[src/design/tcpq_pkg.sv]
`timescale 1ns / 1ps
// ----------------------------------------------------------------------------
// tcpq_pkg: shared types and constants of the two-class priority queue
// operation and status codes, default sizes, and the fifo control structs
// ----------------------------------------------------------------------------
package tcpq_pkg;

  // widths of the identifier ports
  localparam int IdPortBits = 16;

  // default sizes
  localparam int DefDepth  = 16;
  localparam int DefIdBits = 16;

  typedef enum logic {
    FUNC_ENQ = 1'b0,
    FUNC_DEQ = 1'b1
  } func_e;

  typedef enum logic [1:0] {
    ST_OK    = 2'd0,
    ST_EMPTY = 2'd1,
    ST_FULL  = 2'd2
  } status_e;

  // per-class fifo command
  typedef struct packed {
    logic push;
    logic pop;
  } fifo_cmd_t;

  // per-class fifo occupancy flags
  typedef struct packed {
    logic empty;
    logic full;
    logic last;   // exactly one entry held
  } fifo_stat_t;

endpackage

[src/design/tcpq_fifo.sv]
`timescale 1ns / 1ps
// ----------------------------------------------------------------------------
// tcpq_fifo: one priority class of the queue
// circular buffer memory with read and write pointers and an entry count
// ----------------------------------------------------------------------------
module tcpq_fifo #(
  parameter int DEPTH     = tcpq_pkg::DefDepth,
  parameter int DATA_BITS = tcpq_pkg::DefIdBits
) (
  input  logic                   clk_i,
  input  logic                   rst_ni,
  input  tcpq_pkg::fifo_cmd_t    cmd_i,
  input  logic [DATA_BITS-1:0]   wdata_i,
  output logic [DATA_BITS-1:0]   rdata_o,
  output tcpq_pkg::fifo_stat_t   stat_o
);
  import tcpq_pkg::*;

  localparam int PtrBits = $clog2(DEPTH);
  localparam int CntBits = $clog2(DEPTH + 1);
  localparam logic [PtrBits-1:0] PtrLast = PtrBits'(DEPTH - 1);
  localparam logic [CntBits-1:0] CntFull = CntBits'(DEPTH);
  localparam logic [CntBits-1:0] CntOne  = CntBits'(1);

  logic [DATA_BITS-1:0] mem [DEPTH];
  logic [DATA_BITS-1:0] rdata_q;
  logic [PtrBits-1:0]   rd_ptr_q, rd_ptr_d;
  logic [PtrBits-1:0]   wr_ptr_q, wr_ptr_d;
  logic [CntBits-1:0]   count_q, count_d;

  // pointers wrap at depth, which need not be a power of two
  always_comb begin
    rd_ptr_d = rd_ptr_q;
    wr_ptr_d = wr_ptr_q;
    count_d  = count_q;
    if (cmd_i.push) begin
      wr_ptr_d = (wr_ptr_q == PtrLast) ? '0 : wr_ptr_q + PtrBits'(1);
      count_d  = count_q + CntOne;
    end else if (cmd_i.pop) begin
      rd_ptr_d = (rd_ptr_q == PtrLast) ? '0 : rd_ptr_q + PtrBits'(1);
      count_d  = count_q - CntOne;
    end
  end

  always_ff @(posedge clk_i or negedge rst_ni) begin
    if (!rst_ni) begin
      rd_ptr_q <= '0;
      wr_ptr_q <= '0;
      count_q  <= '0;
    end else begin
      rd_ptr_q <= rd_ptr_d;
      wr_ptr_q <= wr_ptr_d;
      count_q  <= count_d;
    end
  end

  always_ff @(posedge clk_i) begin
    if (cmd_i.push) begin
      mem[wr_ptr_q] <= wdata_i;
    end
    if (cmd_i.pop) begin
      rdata_q <= mem[rd_ptr_q];
    end
  end

  assign rdata_o      = rdata_q;
  assign stat_o.empty = (count_q == '0);
  assign stat_o.full  = (count_q == CntFull);
  assign stat_o.last  = (count_q == CntOne);

  a_count_bound: assert property (@(posedge clk_i) disable iff (!rst_ni)
    count_q <= CntFull)
    else $error("fifo count beyond depth");

  a_no_push_full: assert property (@(posedge clk_i) disable iff (!rst_ni)
    cmd_i.push |-> (count_q != CntFull) && !cmd_i.pop)
    else $error("push into full fifo or push with pop");

  a_ptr_gap: assert property (@(posedge clk_i) disable iff (!rst_ni)
    (count_q != '0) && (count_q != CntFull) |-> rd_ptr_q != wr_ptr_q)
    else $error("pointers meet while fifo partly filled");

endmodule

[src/design/two_class_priority_queue.sv]
`timescale 1ns / 1ps
// ----------------------------------------------------------------------------
// two_class_priority_queue: strict two-level priority fifo
// urgent words are served before normal ones, each class first in, first out
// ----------------------------------------------------------------------------
// A word is taken at every rising edge where start_i is high and busy_o is low;
// busy_o is high only in the first cycle after reset, so one operation is taken
// per clock from then on. Every word yields exactly one result, shown on the
// result ports for a single cycle under done_o. The word passes through the
// input register and then the result register, which raises the strobe. While
// the word sits in the input register, the decision logic
// works on it, and the next edge loads the result register and the class
// memory's registered read port. The receiver
// cannot stall; results are never held. An enqueue into a class that already
// holds DEPTH entries is dropped and reported as full; a dequeue with both
// classes empty is reported as empty. out_id_o and out_urgent_o are zero unless
// a dequeue removed an entry. now_empty_o tells whether both classes are empty
// once the operation has taken effect.
// ----------------------------------------------------------------------------
module two_class_priority_queue #(
  parameter int DEPTH   = tcpq_pkg::DefDepth,
  parameter int ID_BITS = tcpq_pkg::DefIdBits
) (
  input  logic                              clk_i,
  input  logic                              rst_ni,
  input  logic                              start_i,
  output logic                              busy_o,
  input  logic                              func_i,
  input  logic [tcpq_pkg::IdPortBits-1:0]   entry_id_i,
  input  logic                              urgent_i,
  output logic                              done_o,
  output logic [tcpq_pkg::IdPortBits-1:0]   out_id_o,
  output logic                              out_urgent_o,
  output logic [1:0]                        status_o,
  output logic                              now_empty_o
);
  import tcpq_pkg::*;

  // stored identifier width: the port carries at most IdPortBits anyway
  localparam int IdW = (ID_BITS < IdPortBits) ? ID_BITS : IdPortBits;

  // busy for one cycle out of reset
  logic busy_q;

  // input register
  logic                  in_valid_q;
  func_e                 func_q;
  logic [IdPortBits-1:0] id_q;
  logic                  urgent_q;

  // result register
  logic    done_q;
  status_e status_q, status_d;
  logic    out_urgent_q, out_urgent_d;
  logic    popped_q, popped_d;
  logic    now_empty_q, now_empty_d;

  // class fifos
  fifo_cmd_t        urg_cmd, nrm_cmd;
  fifo_stat_t       urg_stat, nrm_stat;
  logic [IdW-1:0]   urg_rdata, nrm_rdata;
  logic [IdW-1:0]   sel_rdata;
  logic             accept;

  assign accept = start_i && !busy_q;

  always_ff @(posedge clk_i or negedge rst_ni) begin
    if (!rst_ni) begin
      busy_q     <= 1'b1;
      in_valid_q <= 1'b0;
    end else begin
      busy_q     <= 1'b0;
      in_valid_q <= accept;
    end
  end

  // operand payload, no reset needed
  always_ff @(posedge clk_i) begin
    if (accept) begin
      func_q   <= func_e'(func_i);
      id_q     <= entry_id_i;
      urgent_q <= urgent_i;
    end
  end

  // decision: enqueue into the chosen class, or dequeue urgent first
  always_comb begin
    urg_cmd      = '0;
    nrm_cmd      = '0;
    status_d     = ST_OK;
    out_urgent_d = 1'b0;
    popped_d     = 1'b0;
    if (in_valid_q) begin
      case (func_q)
        FUNC_ENQ: begin
          if (urgent_q) begin
            if (urg_stat.full) status_d = ST_FULL;
            else               urg_cmd.push = 1'b1;
          end else begin
            if (nrm_stat.full) status_d = ST_FULL;
            else               nrm_cmd.push = 1'b1;
          end
        end
        FUNC_DEQ: begin
          if (!urg_stat.empty) begin
            urg_cmd.pop  = 1'b1;
            out_urgent_d = 1'b1;
            popped_d     = 1'b1;
          end else if (!nrm_stat.empty) begin
            nrm_cmd.pop = 1'b1;
            popped_d    = 1'b1;
          end else begin
            status_d = ST_EMPTY;
          end
        end
        default: status_d = ST_OK;
      endcase
    end
  end

  // both classes empty after this step
  assign now_empty_d =
    ((urg_stat.empty && !urg_cmd.push) || (urg_stat.last && urg_cmd.pop)) &&
    ((nrm_stat.empty && !nrm_cmd.push) || (nrm_stat.last && nrm_cmd.pop));

  always_ff @(posedge clk_i or negedge rst_ni) begin
    if (!rst_ni) begin
      done_q <= 1'b0;
    end else begin
      done_q <= in_valid_q;
    end
  end

  always_ff @(posedge clk_i) begin
    status_q     <= status_d;
    out_urgent_q <= out_urgent_d;
    popped_q     <= popped_d;
    now_empty_q  <= now_empty_d;
  end

  tcpq_fifo #(
    .DEPTH     (DEPTH),
    .DATA_BITS (IdW)
  ) u_urgent_fifo (
    .clk_i   (clk_i),
    .rst_ni  (rst_ni),
    .cmd_i   (urg_cmd),
    .wdata_i (id_q[IdW-1:0]),
    .rdata_o (urg_rdata),
    .stat_o  (urg_stat)
  );

  tcpq_fifo #(
    .DEPTH     (DEPTH),
    .DATA_BITS (IdW)
  ) u_normal_fifo (
    .clk_i   (clk_i),
    .rst_ni  (rst_ni),
    .cmd_i   (nrm_cmd),
    .wdata_i (id_q[IdW-1:0]),
    .rdata_o (nrm_rdata),
    .stat_o  (nrm_stat)
  );

  // read data is registered in the fifo, picked by the class that popped
  assign sel_rdata = out_urgent_q ? urg_rdata : nrm_rdata;

  assign busy_o       = busy_q;
  assign done_o       = done_q;
  assign out_id_o     = popped_q ? IdPortBits'(sel_rdata) : '0;
  assign out_urgent_o = done_q && out_urgent_q;
  assign status_o     = done_q ? status_q : ST_OK;
  assign now_empty_o  = done_q && now_empty_q;

  a_one_result: assert property (@(posedge clk_i) disable iff (!rst_ni)
    in_valid_q |=> done_q)
    else $error("accepted word produced no result");

  a_no_extra: assert property (@(posedge clk_i) disable iff (!rst_ni)
    done_q |-> $past(in_valid_q))
    else $error("result without accepted word");

  a_one_class: assert property (@(posedge clk_i) disable iff (!rst_ni)
    !(urg_cmd.pop && nrm_cmd.pop) && !(urg_cmd.push && nrm_cmd.push))
    else $error("both classes touched in one step");

  a_empty_err: assert property (@(posedge clk_i) disable iff (!rst_ni)
    done_o && (status_o == ST_EMPTY) |-> now_empty_o && !out_urgent_o)
    else $error("empty error while queue holds entries");

  a_full_err: assert property (@(posedge clk_i) disable iff (!rst_ni)
    done_o && (status_o == ST_FULL) |-> !now_empty_o && (out_id_o == '0))
    else $error("full error while queue reports empty");

endmodule
[config.mk]
export PLATFORM = sky130hd
export DESIGN_NAME = two_class_priority_queue
export DESIGN_NICKNAME = d
export VERILOG_FILES = /design/src/design/tcpq_pkg.sv /design/src/design/tcpq_fifo.sv /design/src/design/two_class_priority_queue.sv
export SDC_FILE = /design/constraint.sdc
export NUM_CORES = 1
export LEC_CHECK = 0
export BUFFER_PORTS_ARGS = -buffer_cell sky130_fd_sc_hd__buf_2
export CORE_ASPECT_RATIO = 1.5
export CORE_MARGIN = 5
export CORE_UTILIZATION = 42
export CTS_CLUSTER_DIAMETER = 50
export DETAILED_ROUTE_END_ITERATION = 10
export GPL_TIMING_DRIVEN = 0
export SLEW_MARGIN = 20
export SYNTH_ARGS = -nofsm -noshare
export SYNTH_HDL_FRONTEND = slang
export SYNTH_HIERARCHICAL = 1
export SYNTH_SLANG_ARGS = --single-unit
[constraint.sdc]
create_clock -name clk_i -period 3.7 [get_ports clk_i]
set_input_delay 0.74 -clock clk_i [delete_from_list [all_inputs] [get_ports clk_i]]
set_output_delay 0.74 -clock clk_i [all_outputs]
set_load 0.01 [all_outputs]
==> key figures <==
Timing
  • Min Tclk post-route: 3.29 ns
  • Period utilization: 89.0%
  • Hold_ws: 0.221 ns
  • Final Hold Violating Endpoints: 0
  • FMAX: 304 MHz
  • Final Skew: 0.0147 ns
  • RSZ-0062 raised after global routing: false
  • Final setup margin: 0.406 ns
  • Final setup viols: 0
  • Worst slew pin tran: 1.03 ns
  • Slew Limit Fails: 0
  • Worst slew margin: 31.6%

CTS
  • CTS tree: yes
  • Root Buffer Master: clkbuf_16
  • Clock latency on the worst-skew pair: 0.59 ns
  • Clock Sinks: 596
  • CTS Buf Count: 55
  • CTS clock-pin slew for the worst setup and hold paths: 0.06 ns
  • CTS max path bufs: 3
  • Hold buffer count at CTS: 0
  • H-tree depth: 2

Worst setup path
  • Worst Setup End Kind: register
  • Worst path slowest cell: nor3b_2
  • Crit-path max cell delay: 0.64 ns
  • Startpoint Class: register
  • WS Path Type: register to register
  • Arrival time of the worst setup path: 3.59 ns
  • Worst path top cell family by delay: simple AND/OR/NAND/NOR gates
  • Buf/Inv on CP: 3
  • WP data required: 3.99 ns
  • Crit-path cells: inv_1 > ha_1 > and3_1 > and4bb_1 > clkbuf_1 > nand2_1 > nor3b_2 > buf_4
  • Max FO, Critical Path: 10

Synth
  • Async SR Flop Fraction: 4.87%
  • Number of flops mapped to enable cells by yosys: 562
  • Syn Std Cell Area: 23200 um^2
  • Ys flop type: edfxtp_1
  • Yosys top cell area share: 72.7%
  • Gate Count Post-Synth: 1128
  • Synth Net Count: 1166
  • Synth unique cells: 51
  • Area leader, netlist: edfxtp_1
  • Main area contributors after synthesis: edfxtp_1 (73%), mux4_2 (10%), dfrtp_1 (3.0%), mux2i_1 (2.8%), a22oi_1 (1.4%)
  • Seq/Total Area, Yosys: 76.3%
  • Synth Warn #: 6
  • Syn avg cell area: 20.6 um^2
  • Synth Register Bits: 596

Power and ir drop
  • Max rail drop VDD: 0.451 mV
  • Comb pwr share: 22.1%
  • Leakage: 8.75 nW
  • Share of total power in sequential cells: 44.7%
  • Clock power frac: 33.3%
  • Internal: 0.0128 W
  • Sw Pwr: 0.00473 W
  • Pwr dens: 653 nW/um^2
  • Sw Share: 26.9%

Global route
  • First-pass GRT wire length: 74.4 mm
  • Largest net degree at the start of global routing: 33
  • Vias in the first global route: 11800
  • Initial antenna violation count: 0
  • GRT Residual Overflow: 0
  • All-layer global routing usage: 16.5%

Placement
  • HPWL after DPL: 34.7 mm
  • Post-DP Area: 24900 um^2
  • I/O Buffers: 42
  • GPL Wtd Cong: 0.833
  • Post-Place Worst Slack: 0.102 ns

Routing
  • Final ANT Viol Nets: 0
  • Vias: 11100
  • DRC Markers: 0
  • Final wirelength: 49.7 mm
  • Detailed Route Iter0 Violations: 683
  • Via density: 5.48
  • WL/cell: 24.5 um
  • Initial DRT Pass Iterations: 5

Die
  • Initial Util: 42.4%
  • Die span in x: 202 um
  • IO Count: 43
  • Core Area: 54800 um^2
  • Cell Rows: 105
  • Height of the chip: 298 um
  • Die ar.: 60200 um^2

Run
  • Count of max-cap constraint violations: 0

Cells and area
  • Fin nets: 1323
  • Share of layout cells above drive strength 1: 28.5%
  • Post-Layout Inst Area: 26900 um^2
  • Layout fillers: 4442
  • Commonest non-fill, non-tap cell in the layout: edfxtp_1
  • Most frequent cells in the layout: edfxtp_1 (562), mux4_2 (105), mux2i_1 (65), buf_2 (61), clkbuf_16 (55)
  • Post-Route Utilization: 49.1%
  • Area Overhead vs Synth: 16.0%

Hold path
  • Worst hold path type: input pin to async pin

Outcome
  • Status: finished, final reports clean
==> cells in the mapped netlist (4+ instances only) <==
cell      instances
buf_4             6
xor2_1            5
buf_2            19
edfxtp_1        562
mux4_2          105
nor2b_1          21
nand4_1           5
nor3b_1          11
nand2_1          44
mux2i_1          65
inv_1            11
dfrtp_1          28
ha_1             17
xnor2_1           8
o21ai_1          20
nor3_1            4
a21oi_1           6
a32oi_1          16
and2_1            6
mux4_1            7
o21ai_0           8
buf_1             4
nand2b_1          6
nand3_1           4
nor2_1           31
dfxtp_1           5
a22oi_2           7
a22oi_1          42
buf_6             7
clkbuf_1         17
==> per-layer routing <==
metal / track usage (%) / part of all wire, % / routed length (um)
met5: 0 / 0 / 0
met4: 5.11 / 2.8 / 1400
met3: 2.14 / 3.5 / 1730
met2: 30.8 / 56 / 27900
met1: 19.6 / 38 / 18700
==> through the flow <==
stage / instances / total power, W / setup TNS, ns
3_5_place_dp: 1912 / 0.0119 / 0
6_report: 2028 / 0.0176 / 0
4_1_cts: 2016 / 0.0178 / 0
2_1_floorplan: 1128 / 0.0107 / 0
3_3_place_gp: 1865 / 0.0118 / -303.67
5_1_grt: 2027 / 0.0183 / 0
==> power by group through the flow <==
stage               clock, W  sequential (W)  combinational [W]
floorplan                  0         0.00794            0.00280
global route         0.00626         0.00787            0.00420
global placement           0         0.00802            0.00380
finish               0.00585         0.00785            0.00388
CTS                  0.00599         0.00788            0.00390
detailed placement         0         0.00803            0.00388
==> logic make-up (layout without fill, tap and decap cells) <==
logic type,count (synthesis),after routing,share of synthesized area (%)
flip-flops,596,596,76.3
multiplexers,178,178,13.8
AND/OR/NAND/NOR,143,143,3.21
AO/OA/AOI/OAI,111,111,3.50
buffers and inverters,69,273,1.76
adder cells (fa/ha/maj),17,17,0.916
XOR/XNOR,13,13,0.491
other,1,2,0.0162
==> state kept, by name, summed over array words and instances (netlist names), 2 cells and up <==
signal	count
u_urgent_fifo/rdata_o	16
u_urgent_fifo/wr_ptr_q	4
u_normal_fifo/rdata_o	16
id_q	16
u_normal_fifo/wr_ptr_q	4
u_normal_fifo/rd_ptr_q	4
u_urgent_fifo/rd_ptr_q	4
u_urgent_fifo/count_q	5
u_normal_fifo/mem	256
status_q	2
u_normal_fifo/count_q	5
u_urgent_fifo/mem	256
==> area by class of cell <==
cell class	count	area [um^2]	area share, %
plain buffers	58	369	1.37
diodes	1	2.50	0.00929
clock buffers	65	1430	5.33
multi-input cells	463	5240	19.5
repair buffers	100	826	3.07
inverters	11	41.3	0.153
clock inverters	39	443	1.64
flip-flops and latches	596	17700	65.7
well taps	695	870	3.23
==> final timing paths <==
check,from,cells past startpoint,endpoint,slack (ns)
min,rst_ni,1,u_normal_fifo/wr_ptr_q[1],0.22
min reg2reg,in_valid_q,0,done_o,0.49
min in group clk_i,entry_id_i[11],1,id_q[11],0.32
max in group asynchronous,rst_ni,1,u_normal_fifo/rd_ptr_q[3],2.95
max reg2reg,u_urgent_fifo/count_q[0],8,u_urgent_fifo/mem[4][2],0.41
max,u_urgent_fifo/count_q[0],8,u_urgent_fifo/mem[4][2],0.41
==> repair_timing <==
item                       in CTS  in global routing
setup endpoints to repair       0                 19
gates resized for setup         0                  3
setup buffers                   0                  0
No activity file was read; power rests on OpenSTA's default activity.
